$ cat config.mk
export PLATFORM = sky130hd
export DESIGN_NAME = rational_reconstruction_unit_flat
export DESIGN_NICKNAME = d
export VERILOG_FILES = /design/src/sv/rru_pkg.sv /design/src/sv/rru_in_if.sv /design/src/sv/rru_out_if.sv /design/src/sv/rru_ctrl.sv /design/src/sv/rru_datapath.sv /design/src/sv/rational_reconstruction_unit.sv /design/src/flat_wrapper.sv
export SDC_FILE = /design/constraint.sdc
export NUM_CORES = 2
export LEC_CHECK = 0
export ABC_AREA = 1
export BUFFER_PORTS_ARGS = -buffer_cell sky130_fd_sc_hd__buf_2
export CORE_MARGIN = 2
export CORE_UTILIZATION = 45
export CTS_BUF_LIST = sky130_fd_sc_hd__clkbuf_4 sky130_fd_sc_hd__clkbuf_8
export DETAILED_ROUTE_END_ITERATION = 16
export MAX_ROUTING_LAYER = met4
export PLACE_DENSITY_LB_ADDON = 0.25
export SLEW_MARGIN = 25
export SYNTH_ARGS = -nofsm -noshare
export SYNTH_HDL_FRONTEND = slang
export SYNTH_SLANG_ARGS = --single-unit
$ cat constraint.sdc
create_clock -name clk -period 15.1 [get_ports clk]
set_input_delay 3.775 -clock clk [delete_from_list [all_inputs] [get_ports clk]]
set_output_delay 3.775 -clock clk [all_outputs]
set_load 0.03 [all_outputs]
$ cat src/sv/rru_pkg.sv
// Shared constants, command codes and control types for the rational reconstruction unit.
package rru_pkg;

  localparam int DefaultValueWidth = 63;
  localparam int FieldWidth = 63;
  localparam int BoundWidth = 31;
  localparam int NumWidth = 32;
  localparam int DenWidth = 31;
  localparam int CfgIndexWidth = 2;

  localparam logic [CfgIndexWidth-1:0] REG_MODULUS = 2'd0;
  localparam logic [CfgIndexWidth-1:0] REG_BOUND = 2'd1;

  localparam int OpWidth = 5;
  localparam logic [OpWidth-1:0] OP_NONE      = 5'd0;
  localparam logic [OpWidth-1:0] OP_RED       = 5'd1;
  localparam logic [OpWidth-1:0] OP_EUC_INIT  = 5'd2;
  localparam logic [OpWidth-1:0] OP_EUC_DIV   = 5'd3;
  localparam logic [OpWidth-1:0] OP_EUC_STEP  = 5'd4;
  localparam logic [OpWidth-1:0] OP_SIGN      = 5'd5;
  localparam logic [OpWidth-1:0] OP_GCD_DIV   = 5'd6;
  localparam logic [OpWidth-1:0] OP_GCD_STEP  = 5'd7;
  localparam logic [OpWidth-1:0] OP_DIV_NM    = 5'd8;
  localparam logic [OpWidth-1:0] OP_DIV_DM    = 5'd9;
  localparam logic [OpWidth-1:0] OP_SET_DM    = 5'd10;
  localparam logic [OpWidth-1:0] OP_GCD2_INIT = 5'd11;
  localparam logic [OpWidth-1:0] OP_MUL_INIT  = 5'd12;
  localparam logic [OpWidth-1:0] OP_MUL_STEP  = 5'd13;
  localparam logic [OpWidth-1:0] OP_LHS_DIV   = 5'd14;
  localparam logic [OpWidth-1:0] OP_OK        = 5'd15;
  localparam logic [OpWidth-1:0] OP_FAIL      = 5'd16;
  localparam logic [OpWidth-1:0] OP_EMIT      = 5'd17;

  typedef struct packed {
    logic [OpWidth-1:0] op;
  } cmd_t;

  typedef struct packed {
    logic m_zero;
    logic div_busy;
    logic r1_gt_bound;
    logic t1_zero;
    logic gy_zero;
    logic gx_one;
    logic bound_bad;
    logic my_zero;
    logic check_ok;
    logic out_free;
  } status_t;

endpackage

$ cat src/sv/rru_in_if.sv
// Input channel carrying one residue word.
interface rru_in_if;
  logic valid;
  logic ready;
  logic [rru_pkg::FieldWidth-1:0] residue;

  modport source (output valid, output residue, input ready);
  modport sink (input valid, input residue, output ready);
endinterface

$ cat src/sv/rru_out_if.sv
// Output channel carrying one reconstructed fraction word.
interface rru_out_if;
  logic valid;
  logic ready;
  logic found;
  logic signed [rru_pkg::NumWidth-1:0] numerator;
  logic [rru_pkg::DenWidth-1:0] denominator;

  modport source (output valid, output found, output numerator, output denominator, input ready);
  modport sink (input valid, input found, input numerator, input denominator, output ready);
endinterface

$ cat src/sv/rru_ctrl.sv
// Sequencing state machine for reduction, Euclid, gcd, modular product and checks.
module rru_ctrl (
  input  logic             clk,
  input  logic             rst,
  input  logic             in_valid,
  output logic             in_ready,
  input  rru_pkg::status_t status,
  output rru_pkg::cmd_t    cmd
);

  localparam logic [3:0] S_IDLE      = 4'd0;
  localparam logic [3:0] S_RED       = 4'd1;
  localparam logic [3:0] S_EUC_TEST  = 4'd2;
  localparam logic [3:0] S_EUC_WAIT  = 4'd3;
  localparam logic [3:0] S_GCD_TEST  = 4'd4;
  localparam logic [3:0] S_GCD_WAIT  = 4'd5;
  localparam logic [3:0] S_NM_WAIT   = 4'd6;
  localparam logic [3:0] S_DM_WAIT   = 4'd7;
  localparam logic [3:0] S_BOUND     = 4'd8;
  localparam logic [3:0] S_GCD2_TEST = 4'd9;
  localparam logic [3:0] S_GCD2_WAIT = 4'd10;
  localparam logic [3:0] S_MUL       = 4'd11;
  localparam logic [3:0] S_LHS_WAIT  = 4'd12;
  localparam logic [3:0] S_OUT       = 4'd13;

  logic [3:0] state;
  logic [3:0] state_next;

  assign in_ready = (state == S_IDLE);

  always_comb begin
    state_next = state;
    cmd.op = rru_pkg::OP_NONE;
    case (state)
      S_IDLE: begin
        if (in_valid) begin
          if (status.m_zero) begin
            cmd.op = rru_pkg::OP_FAIL;
            state_next = S_OUT;
          end else begin
            cmd.op = rru_pkg::OP_RED;
            state_next = S_RED;
          end
        end
      end
      S_RED: begin
        if (!status.div_busy) begin
          cmd.op = rru_pkg::OP_EUC_INIT;
          state_next = S_EUC_TEST;
        end
      end
      S_EUC_TEST: begin
        if (status.r1_gt_bound) begin
          cmd.op = rru_pkg::OP_EUC_DIV;
          state_next = S_EUC_WAIT;
        end else if (status.t1_zero) begin
          cmd.op = rru_pkg::OP_FAIL;
          state_next = S_OUT;
        end else begin
          cmd.op = rru_pkg::OP_SIGN;
          state_next = S_GCD_TEST;
        end
      end
      S_EUC_WAIT: begin
        if (!status.div_busy) begin
          cmd.op = rru_pkg::OP_EUC_STEP;
          state_next = S_EUC_TEST;
        end
      end
      S_GCD_TEST: begin
        if (status.gy_zero) begin
          cmd.op = rru_pkg::OP_DIV_NM;
          state_next = S_NM_WAIT;
        end else begin
          cmd.op = rru_pkg::OP_GCD_DIV;
          state_next = S_GCD_WAIT;
        end
      end
      S_GCD_WAIT: begin
        if (!status.div_busy) begin
          cmd.op = rru_pkg::OP_GCD_STEP;
          state_next = S_GCD_TEST;
        end
      end
      S_NM_WAIT: begin
        if (!status.div_busy) begin
          cmd.op = rru_pkg::OP_DIV_DM;
          state_next = S_DM_WAIT;
        end
      end
      S_DM_WAIT: begin
        if (!status.div_busy) begin
          cmd.op = rru_pkg::OP_SET_DM;
          state_next = S_BOUND;
        end
      end
      S_BOUND: begin
        if (status.bound_bad) begin
          cmd.op = rru_pkg::OP_FAIL;
          state_next = S_OUT;
        end else begin
          cmd.op = rru_pkg::OP_GCD2_INIT;
          state_next = S_GCD2_TEST;
        end
      end
      S_GCD2_TEST: begin
        if (!status.gy_zero) begin
          cmd.op = rru_pkg::OP_GCD_DIV;
          state_next = S_GCD2_WAIT;
        end else if (status.gx_one) begin
          cmd.op = rru_pkg::OP_MUL_INIT;
          state_next = S_MUL;
        end else begin
          cmd.op = rru_pkg::OP_FAIL;
          state_next = S_OUT;
        end
      end
      S_GCD2_WAIT: begin
        if (!status.div_busy) begin
          cmd.op = rru_pkg::OP_GCD_STEP;
          state_next = S_GCD2_TEST;
        end
      end
      S_MUL: begin
        if (status.my_zero) begin
          cmd.op = rru_pkg::OP_LHS_DIV;
          state_next = S_LHS_WAIT;
        end else begin
          cmd.op = rru_pkg::OP_MUL_STEP;
        end
      end
      S_LHS_WAIT: begin
        if (!status.div_busy) begin
          cmd.op = status.check_ok ? rru_pkg::OP_OK : rru_pkg::OP_FAIL;
          state_next = S_OUT;
        end
      end
      S_OUT: begin
        if (status.out_free) begin
          cmd.op = rru_pkg::OP_EMIT;
          state_next = S_IDLE;
        end
      end
      default: begin
        state_next = S_IDLE;
      end
    endcase
  end

  always_ff @(posedge clk) begin
    if (rst) begin
      state <= S_IDLE;
    end else begin
      state <= state_next;
    end
  end

endmodule

$ cat src/sv/rru_datapath.sv
// Datapath: configuration, Euclid registers, shared shift-subtract divider, modular product.
module rru_datapath #(
  parameter int VALUE_WIDTH = rru_pkg::DefaultValueWidth
) (
  input  logic                                clk,
  input  logic                                rst,
  input  logic                                cfg_we,
  input  logic [rru_pkg::CfgIndexWidth-1:0]   cfg_index,
  input  logic [rru_pkg::FieldWidth-1:0]      cfg_data,
  input  logic [rru_pkg::FieldWidth-1:0]      residue,
  input  rru_pkg::cmd_t                       cmd,
  output rru_pkg::status_t                    status,
  input  logic                                out_ready,
  output logic                                out_valid,
  output logic                                out_found,
  output logic signed [rru_pkg::NumWidth-1:0] out_numerator,
  output logic [rru_pkg::DenWidth-1:0]        out_denominator
);

  localparam int W = VALUE_WIDTH;
  localparam int KW = $clog2(W);
  localparam int BW = rru_pkg::BoundWidth;
  localparam int EW = W + BW;

  logic [W-1:0] m;
  logic [BW-1:0] bound;

  logic [W-1:0] a, r0, r1, nm, dm, gx, gy, acc, mx, my;
  logic [W:0] t0, t1;
  logic neg;

  logic [W-1:0] drem, dden, dquo;
  logic [W:0] dtn, dts;
  logic [KW-1:0] dk;
  logic dalign, dbusy;

  logic res_found;
  logic [rru_pkg::NumWidth-1:0] res_num;
  logic [rru_pkg::DenWidth-1:0] res_den;

  logic div_start;
  logic [W-1:0] div_num, div_den;
  logic [W:0] div_tinit, div_tstep;
  logic [W-1:0] dden_up;
  logic [W:0] ts_shift;
  logic [W:0] t1_abs;
  logic [W-1:0] mul_acc_sum, mul_x_sum;
  logic [W-1:0] lhs_sum;
  logic [EW-1:0] nm_ext, dm_ext;

  function automatic logic [W-1:0] add_mod(input logic [W-1:0] x, input logic [W-1:0] y,
                                           input logic [W-1:0] md);
    logic [W:0] s;
    s = {1'b0, x} + {1'b0, y};
    if (s >= {1'b0, md}) begin
      s = s - {1'b0, md};
    end
    return s[W-1:0];
  endfunction

  function automatic logic gt_bound(input logic [W-1:0] v, input logic [BW-1:0] b);
    return {{BW{1'b0}}, v} > {{W{1'b0}}, b};
  endfunction

  assign dden_up = {dden[W-2:0], 1'b0};
  assign ts_shift = dts << dk;
  assign t1_abs = t1[W] ? (~t1 + 1'b1) : t1;
  assign mul_acc_sum = add_mod(acc, mx, m);
  assign mul_x_sum = add_mod(mx, mx, m);
  assign lhs_sum = add_mod(drem, acc, m);
  assign nm_ext = {{BW{1'b0}}, nm};
  assign dm_ext = {{BW{1'b0}}, dm};

  always_comb begin
    div_start = 1'b0;
    div_num = r0;
    div_den = r1;
    div_tinit = t0;
    div_tstep = t1;
    case (cmd.op)
      rru_pkg::OP_RED: begin
        div_start = 1'b1;
        div_num = residue[W-1:0];
        div_den = m;
      end
      rru_pkg::OP_EUC_DIV: begin
        div_start = 1'b1;
      end
      rru_pkg::OP_GCD_DIV: begin
        div_start = 1'b1;
        div_num = gx;
        div_den = gy;
      end
      rru_pkg::OP_DIV_NM: begin
        div_start = 1'b1;
        div_num = nm;
        div_den = gx;
      end
      rru_pkg::OP_DIV_DM: begin
        div_start = 1'b1;
        div_num = dm;
        div_den = gx;
      end
      rru_pkg::OP_LHS_DIV: begin
        div_start = 1'b1;
        div_num = nm;
        div_den = m;
      end
      default: begin
        div_start = 1'b0;
      end
    endcase
  end

  // Shift-subtract divider: align the divisor, then subtract one quotient bit per cycle.
  // The cofactor step is subtracted alongside, which yields t0 - q * t1.
  always_ff @(posedge clk) begin
    if (rst) begin
      dbusy <= 1'b0;
      dalign <= 1'b0;
    end else if (div_start) begin
      drem <= div_num;
      dden <= div_den;
      dquo <= '0;
      dk <= '0;
      dtn <= div_tinit;
      dts <= div_tstep;
      dalign <= 1'b1;
      dbusy <= 1'b1;
    end else if (dbusy) begin
      if (dalign) begin
        if (!dden[W-1] && (dden_up <= drem)) begin
          dden <= dden_up;
          dk <= dk + 1'b1;
        end else begin
          dalign <= 1'b0;
        end
      end else begin
        if (dden <= drem) begin
          drem <= drem - dden;
          dquo[dk] <= 1'b1;
          dtn <= dtn - ts_shift;
        end
        if (dk == '0) begin
          dbusy <= 1'b0;
        end else begin
          dk <= dk - 1'b1;
          dden <= {1'b0, dden[W-1:1]};
        end
      end
    end
  end

  always_ff @(posedge clk) begin
    if (rst) begin
      m <= W'(2);
      bound <= '0;
    end else if (cfg_we) begin
      if (cfg_index == rru_pkg::REG_MODULUS) begin
        m <= cfg_data[W-1:0];
      end else if (cfg_index == rru_pkg::REG_BOUND) begin
        bound <= cfg_data[BW-1:0];
      end
    end
  end

  always_ff @(posedge clk) begin
    case (cmd.op)
      rru_pkg::OP_EUC_INIT: begin
        a <= drem;
        r0 <= m;
        r1 <= drem;
        t0 <= '0;
        t1 <= (W+1)'(1);
      end
      rru_pkg::OP_EUC_STEP: begin
        r0 <= r1;
        r1 <= drem;
        t0 <= t1;
        t1 <= dtn;
      end
      rru_pkg::OP_SIGN: begin
        neg <= t1[W];
        dm <= t1_abs[W-1:0];
        nm <= r1;
        gx <= r1;
        gy <= t1_abs[W-1:0];
      end
      rru_pkg::OP_GCD_STEP: begin
        gx <= gy;
        gy <= drem;
      end
      rru_pkg::OP_DIV_DM: begin
        nm <= dquo;
      end
      rru_pkg::OP_SET_DM: begin
        dm <= dquo;
      end
      rru_pkg::OP_GCD2_INIT: begin
        gx <= dm;
        gy <= m;
      end
      rru_pkg::OP_MUL_INIT: begin
        acc <= '0;
        mx <= a;
        my <= dm;
      end
      rru_pkg::OP_MUL_STEP: begin
        if (my[0]) begin
          acc <= mul_acc_sum;
        end
        mx <= mul_x_sum;
        my <= {1'b0, my[W-1:1]};
      end
      default: begin
      end
    endcase
  end

  always_ff @(posedge clk) begin
    if (cmd.op == rru_pkg::OP_OK) begin
      res_found <= 1'b1;
      res_num <= neg ? (~nm_ext[rru_pkg::NumWidth-1:0] + 1'b1) : nm_ext[rru_pkg::NumWidth-1:0];
      res_den <= dm_ext[rru_pkg::DenWidth-1:0];
    end else if (cmd.op == rru_pkg::OP_FAIL) begin
      res_found <= 1'b0;
      res_num <= '0;
      res_den <= '0;
    end
  end

  always_ff @(posedge clk) begin
    if (rst) begin
      out_valid <= 1'b0;
    end else if (cmd.op == rru_pkg::OP_EMIT) begin
      out_valid <= 1'b1;
    end else if (out_ready) begin
      out_valid <= 1'b0;
    end
  end

  always_ff @(posedge clk) begin
    if (cmd.op == rru_pkg::OP_EMIT) begin
      out_found <= res_found;
      out_numerator <= res_num;
      out_denominator <= res_den;
    end
  end

  always_comb begin
    status.m_zero = (m == '0);
    status.div_busy = dbusy;
    status.r1_gt_bound = gt_bound(r1, bound);
    status.t1_zero = (t1 == '0);
    status.gy_zero = (gy == '0);
    status.gx_one = (gx == W'(1));
    status.bound_bad = gt_bound(nm, bound) || gt_bound(dm, bound);
    status.my_zero = (my == '0);
    status.check_ok = neg ? (lhs_sum == '0) : (drem == acc);
    status.out_free = !out_valid || out_ready;
  end

endmodule

$ cat src/sv/rational_reconstruction_unit.sv
// Top level of the rational reconstruction unit: controller, datapath and channel wiring.
// Each division aligns the divisor by a shift of at most W-1 bits, then subtracts bitwise.
// A word runs one reduction, the Euclid and gcd steps, two divisions by g, a bound check,
// a gcd of denominator and modulus, the modular product and a final numerator division.
// One word is handled at a time; the next is taken in the same cycle its result is output.
// Synchronous reset sets modulus to 2, bound to 0 and returns the controller to idle.
module rational_reconstruction_unit #(
  parameter int VALUE_WIDTH = rru_pkg::DefaultValueWidth
) (
  input  logic                              clk,
  input  logic                              rst,
  input  logic                              cfg_we,
  input  logic [rru_pkg::CfgIndexWidth-1:0] cfg_index,
  input  logic [rru_pkg::FieldWidth-1:0]    cfg_data,
  rru_in_if.sink                            in_ch,
  rru_out_if.source                         out_ch
);

  rru_pkg::cmd_t cmd;
  rru_pkg::status_t status;

  rru_ctrl u_ctrl (
    .clk      (clk),
    .rst      (rst),
    .in_valid (in_ch.valid),
    .in_ready (in_ch.ready),
    .status   (status),
    .cmd      (cmd)
  );

  rru_datapath #(
    .VALUE_WIDTH (VALUE_WIDTH)
  ) u_datapath (
    .clk             (clk),
    .rst             (rst),
    .cfg_we          (cfg_we),
    .cfg_index       (cfg_index),
    .cfg_data        (cfg_data),
    .residue         (in_ch.residue),
    .cmd             (cmd),
    .status          (status),
    .out_ready       (out_ch.ready),
    .out_valid       (out_ch.valid),
    .out_found       (out_ch.found),
    .out_numerator   (out_ch.numerator),
    .out_denominator (out_ch.denominator)
  );

endmodule

$ cat src/flat_wrapper.sv
// flat-port wrapper written by rule: the top's interface ports become plain ports
module rational_reconstruction_unit_flat 
#(
  parameter int VALUE_WIDTH = rru_pkg::DefaultValueWidth
)
  (clk, rst, cfg_we, cfg_index, cfg_data, in_ch_valid, in_ch_residue, in_ch_ready, out_ch_valid, out_ch_found, out_ch_numerator, out_ch_denominator, out_ch_ready);
  rru_in_if in_ch_i ();
  rru_out_if out_ch_i ();
  input  logic clk;
  input  logic rst;
  input  logic cfg_we;
  input  logic [rru_pkg::CfgIndexWidth-1:0] cfg_index;
  input  logic [rru_pkg::FieldWidth-1:0] cfg_data;
  input wire logic [$bits(in_ch_i.valid)-1:0] in_ch_valid;
  input wire logic [$bits(in_ch_i.residue)-1:0] in_ch_residue;
  output wire logic [$bits(in_ch_i.ready)-1:0] in_ch_ready;
  output wire logic [$bits(out_ch_i.valid)-1:0] out_ch_valid;
  output wire logic [$bits(out_ch_i.found)-1:0] out_ch_found;
  output wire logic [$bits(out_ch_i.numerator)-1:0] out_ch_numerator;
  output wire logic [$bits(out_ch_i.denominator)-1:0] out_ch_denominator;
  input wire logic [$bits(out_ch_i.ready)-1:0] out_ch_ready;
  assign in_ch_i.valid = in_ch_valid;
  assign in_ch_i.residue = in_ch_residue;
  assign in_ch_ready = in_ch_i.ready;
  assign out_ch_valid = out_ch_i.valid;
  assign out_ch_found = out_ch_i.found;
  assign out_ch_numerator = out_ch_i.numerator;
  assign out_ch_denominator = out_ch_i.denominator;
  assign out_ch_i.ready = out_ch_ready;
  rational_reconstruction_unit #(.VALUE_WIDTH(VALUE_WIDTH)) u_core (.clk(clk), .rst(rst), .cfg_we(cfg_we), .cfg_index(cfg_index), .cfg_data(cfg_data), .in_ch(in_ch_i), .out_ch(out_ch_i));
endmodule
# == After elaboration in Yosys (flattened, before gate mapping) ==
# Index checks and enable logic that the tools add are counted.
# W data, S select, Z words.
# classes
addsub,12
n_lt_le_gt_ge,10
n_eq_ne,46
shift,1
n_mux,91
bitwise,5
reduce_logical,37
# ops
cell,count
$mux W63,17
$pmux W63 S2,6
$pmux W63 S3,3
$mux W64,4
$pmux W64 S2,2
$logic_not A63 Y1,4
$pmux W63 S4,1
$sub A63 B63 Y63,4
$add A63 B63 Y64,3
$ge A64 B63 Y1,3
$gt A63 B31 Y1,3
$le A63 B63 Y1,2
$mux W32,3
$pmux W5 S13,1
$logic_not A64 Y1,1
$shl A64 B6 Y64,1
$sub A64 B64 Y64,1
$add A63 B1 Y63 const B,1
$eq A63 B1 Y1 const B,1
$eq A63 B63 Y1,1
$not A63 Y63,1
$or A63 B63 Y63,1
$mux W31,2
$mux W4,15
42 further kinds,121
# totals
ff_bits,1311
in_bits,133
word_cells,233

# == Logic depth before layout (Yosys ltp) ==
# depth
word_depth,13
mapped_depth,45

# == Hierarchy ==
# A second synthesis with hierarchy kept.
# unflattened
cells_unflattened,12591
hier_area_um2,96187.3
# modules_own_cells
mod,instances,cells_per_inst,area_per_inst_um2
rru_datapath,1,12449,95442.8
rru_ctrl,1,142,744.5

# == Worst setup path after synthesis ==
# Ideal clock, no wire load.
# synth_path
kind,in2reg
from,input port out_ch_ready
to,"register u_core.u_datapath.dquo[0], enable pin"
arrival_time_ns,14.207
required_ns,14.357
path_slack_ns,0.150
stages,14
cell_sequence,inv_1 -> nand2_1 -> nand3_1 -> inv_1 -> nor4_1 -> nand3_1 -> nor3_2 -> nand3_4 -> nor2_8 -> nor2_8 -> buf_4 -> nand3_1 -> nand2_1 -> nor2_1
# synth_between
elab_chain_cells,8
word_cells_on_any_way,15
classes_between,7 x eq/ne; 3 x mux; 5 x reduce/logical
# synth_rtl
item,line_no,source
from (decl),flat_wrapper.sv:21,input wire logic [$bits(out_ch_i.ready)-1:0] out_ch_ready;
$logic_or A1 B1 Y1 *,rru_datapath.sv:260,status.out_free = !out_valid || out_ready;
$mux W5 *,rru_ctrl.sv:139,if (status.out_free) begin
$pmux W5 S13 *,rru_ctrl.sv:34,case (state)
$eq A5 B4 Y1 (tied with other cells),rru_datapath.sv:80,case (cmd.op)
$reduce_or A6 Y1 (no line) *,--,
$mux W1 *,rru_datapath.sv:80,
$ne A2 B1 Y1 (no line) / $reduce_bool A2 Y1 (equally long branches),--,
$reduce_and A4 Y1 (no line) *,--,
to (signal assigned),rru_datapath.sv:124,dquo <= '0;
"to (signal, indexed assignment)",rru_datapath.sv:141,dquo[dk] <= 1'b1;
to (decl),rru_datapath.sv:32,"logic [W-1:0] drem, dden, dquo;"
# Every way passes the cells marked *; elsewhere a longest branch is shown, timed or not.
# A chain may end at the register's enable or synchronous reset.

# == Worst setup path after layout ==
# layout_path
from,register u_core.u_datapath.drem[0]
to,"register u_core.u_datapath.dtn[33], enable pin"
# layout_between
elab_chain_cells,13
word_cells_on_any_way,23
classes_between,2 x add/sub; 2 x order compare; 8 x eq/ne; 6 x mux; 5 x reduce/logical
# layout_rtl
item,line_no,source
from (decl),rru_datapath.sv:32,
from (signal assigned),rru_datapath.sv:122,drem <= div_num;
from (signal assigned),rru_datapath.sv:140,drem <= drem - dden;
$add A63 B63 Y64,rru_datapath.sv:54,"s = {1'b0, x} + {1'b0, y};"
$sub A63 B63 Y63 / $ge A64 B63 Y1 (equally long branches),"rru_datapath.sv:56, rru_datapath.sv:55",
$mux W63,rru_datapath.sv:55,"if (s >= {1'b0, md}) begin"
$logic_not A63 Y1,rru_datapath.sv:259,status.check_ok = neg ? (lhs_sum == '0) : (drem == acc);
$mux W1,rru_datapath.sv:259,
$mux W5,rru_ctrl.sv:134,cmd.op = status.check_ok ? rru_pkg::OP_OK : rru_pkg::OP_FAIL;
$mux W5,rru_ctrl.sv:133,if (!status.div_busy) begin
$pmux W5 S13,rru_ctrl.sv:34,
$eq A5 B4 Y1 (tied with other cells),rru_datapath.sv:80,
$reduce_or A6 Y1 (no line),--,
$mux W1,rru_datapath.sv:80,
$ne A2 B1 Y1 (no line) / $reduce_bool A2 Y1 (equally long branches),--,
$reduce_and A4 Y1 (no line) *,--,
to (signal assigned),rru_datapath.sv:126,dtn <= div_tinit;
to (signal assigned),rru_datapath.sv:142,dtn <= dtn - ts_shift;
to (decl),rru_datapath.sv:33,"logic [W:0] dtn, dts;"
# Marked as above.

==> metrics.cfg <==
[sta]
fin_skew_ps=111.8
tightest_slew_ps=1197
rsz0062_at_grt=no
hold_viol_final=0
tns_ps=0
min_period_ps=11760
slew_headroom=0.1918
finalSetupViolCount=0
fin_crit_sh=0.7785
final_max_slew_viol_count=0
fmax_mhz=85.07

[min_path]
hold_class=reg2reg
min_from=u_core.u_datapath.res_num[6]
hold_depth=0

[yosys]
ys_seq_elements=1311
async_flop_share=0
syn_nets=13290
synth_largest_area_cell=edfxtp_1
synth-edff-count=1209
postSynthAreaPerCell_um2=7.557
syn_area_um2=94850
synth_top_flop_cell=edfxtp_1
ys_seq_area_frac=0.4043
synth_top_area_frac=0.3828
syn_inst=12550
ys_types=73
yosys_warnings=0
netlist_top_cells_area=edfxtp_1, nand2_1, ha_1

[grt]
grt_overflow=0
grt_max_degree=152
grt_pass1_wl_mm=601.5
grt_pass1_vias=88270
grt_util_all_layers=0.3913
antenna_found_initial=15

[worst_setup_path]
r2r_slack_ps=3340
crit_path_start=u_core.u_datapath.drem[0]
critical_path_arrival_ps=12260
crit_top_cell=nand2_1
cp.required_ps=15610
critPathMaxFanout=137
cpMaxStageDelayCell=buf_4
startpoint_type=flop
crit_type=reg2reg
cp_slowest_stage_delay_ps=710
r2r_start=u_core.u_datapath.drem[0]
r2r_cells=42
endpoint_kind=flop

[layout]
layout.nets=13480
area.sequential_um2=38350
area_growth_pct=9.898
multi_input_area_um2=48910
finalNonFillerCells=15760
layout_common_cells=nand2_1, inv_1, nor2_1
layout-drive-gt1-share=0.06561
final_common_cell=nand2_1
fillers=20850

[clocking]
clkTransAtPathRegs_ps=60
cts_buffer_depth=3
hold_buffers=0
cts.sinks=1311
root_buffer=clkbuf_8
ctsResizeCount=0
cts_setup_buffers=0
tritoncts=built
cts_htree_levels=4
cts_buffers=232
clock_latency_ps=1060

[placement]
routabilityCongestion=1.159
dp_cells=15310
port_buffers=198
dp_hpwl_mm=339.4

[power_and_ir_drop]
leakage_nw=45.26
power_density_nw_per_um2=203.4
vdd_ir_drop_max_v=0.0002011

[detailed_routing]
routed_via_density=5.919
num_vias=93270
wl_per_cell_um=26.89
drt_iter0_markers=12280
drt-pass1-iter-count=7
ant_nets=0
drcViolationCount=0
drt_wl_total_mm=423.6

[die]
io_pins=199
start_util=0.4526
fp.dieArea_um2=214500
core_area_um2=209600
rows=168
die-height_um=463.1
die_w_um=463.1

[flow_run]
drv_cap=0

[status]
status=completed

report_power, final:
| part | total, W | leakage (nW) | switching (W) | internal (W) |
|---|---|---|---|---|
| Sequential | 0.00598 | 12.5 | 0.000711 | 0.00527 |
| Clock | 0.00369 | 2.66 | 0.00172 | 0.00197 |
| Combinational | 0.0115 | 30.1 | 0.00813 | 0.00340 |
path summary, 6_finish.rpt:
path                                        endpoint
setup / recovery           u_core.u_datapath.dtn[33]
hold / removal    u_core.u_datapath.out_numerator[6]
setup reg to reg           u_core.u_datapath.dtn[33]
hold reg to reg   u_core.u_datapath.out_numerator[6]
routing by layer:
metal | vias to the layer above | part of all wire | global-route usage
met1 | 44330 | 0.38 | 0.4712
met4 | 0 | 0.073 | 0.2382
met5 | - | 0 | -
met3 | 1027 | 0.091 | 0.06803
met2 | 5088 | 0.45 | 0.6123
li1 | 42830 | - | -
area by class of cell:
class | count | area share
Clock buffer | 312 | 0.03748
Timing Repair Buffer | 352 | 0.02115
Antenna cell | 11 | 0.0002641
Multi-Input combinational cell | 9217 | 0.4692
Sequential cell | 1311 | 0.3679
Clock inverter | 126 | 0.01173
Inverter | 1623 | 0.05854
Tap cell | 2805 | 0.03367
critical path: cells and delay by family, from the launching register on:
kind | cells | cell delay (ps)
xor gates and xnor gates | 1 | 460
AOI/OAI and AO/OA | 2 | 590
and+or+nand+nor | 29 | 6040
DFF | 1 | 600
adders and majority gates | 3 | 1370
buffers and inverters | 7 | 1720
through the flow:
stage	total power (W)	instance area [µm²]	setup slack [ps]	hold WS, ps	util
global route	0.02238	104200	2992	424.1	0.4973
CTS	0.02092	104200	3986	414.4	0.4970
finish	0.02120	104200	3345	413.9	0.4974
global placement	0.01710	98990	4117	405.4	0.4723
floorplan	0.01326	94850	150.3	400.3	-
detailed placement	0.01721	99030	4064	404.5	0.4725
synthesized netlist by cell type, types with 112 or more instances:
| library cell | count |
|---|---|
| a21oi_1 | 976 |
| a31oi_1 | 137 |
| clkbuf_1 | 301 |
| nor4_1 | 117 |
| nor3_1 | 112 |
| xnor2_1 | 122 |
| xor2_1 | 265 |
| edfxtp_1 | 1209 |
| nand2_1 | 3423 |
| inv_1 | 1601 |
| nand3_1 | 328 |
| o21ai_0 | 974 |
| ha_1 | 602 |
| nor2_1 | 1236 |
| nand4_1 | 245 |
state kept, by name, summed over array words and instances (netlist names), 64 cells and up:
name and cells:
u_core.u_datapath.div_tinit 64, u_core.u_datapath.div_tstep 64, u_core.u_datapath.dtn 64, u_core.u_datapath.dts 64
logic make-up after synthesis:
logic type	synth area share
multiplexers	0.001794
XOR/XNOR	0.03574
AO/OA/AOI/OAI	0.1545
AND/OR/NAND/NOR	0.2403
buffers and inverters	0.08224
adder cells (fa/ha/maj)	0.08110
flip-flops	0.4043
Note: power is estimated with default switching activity, not from simulation.
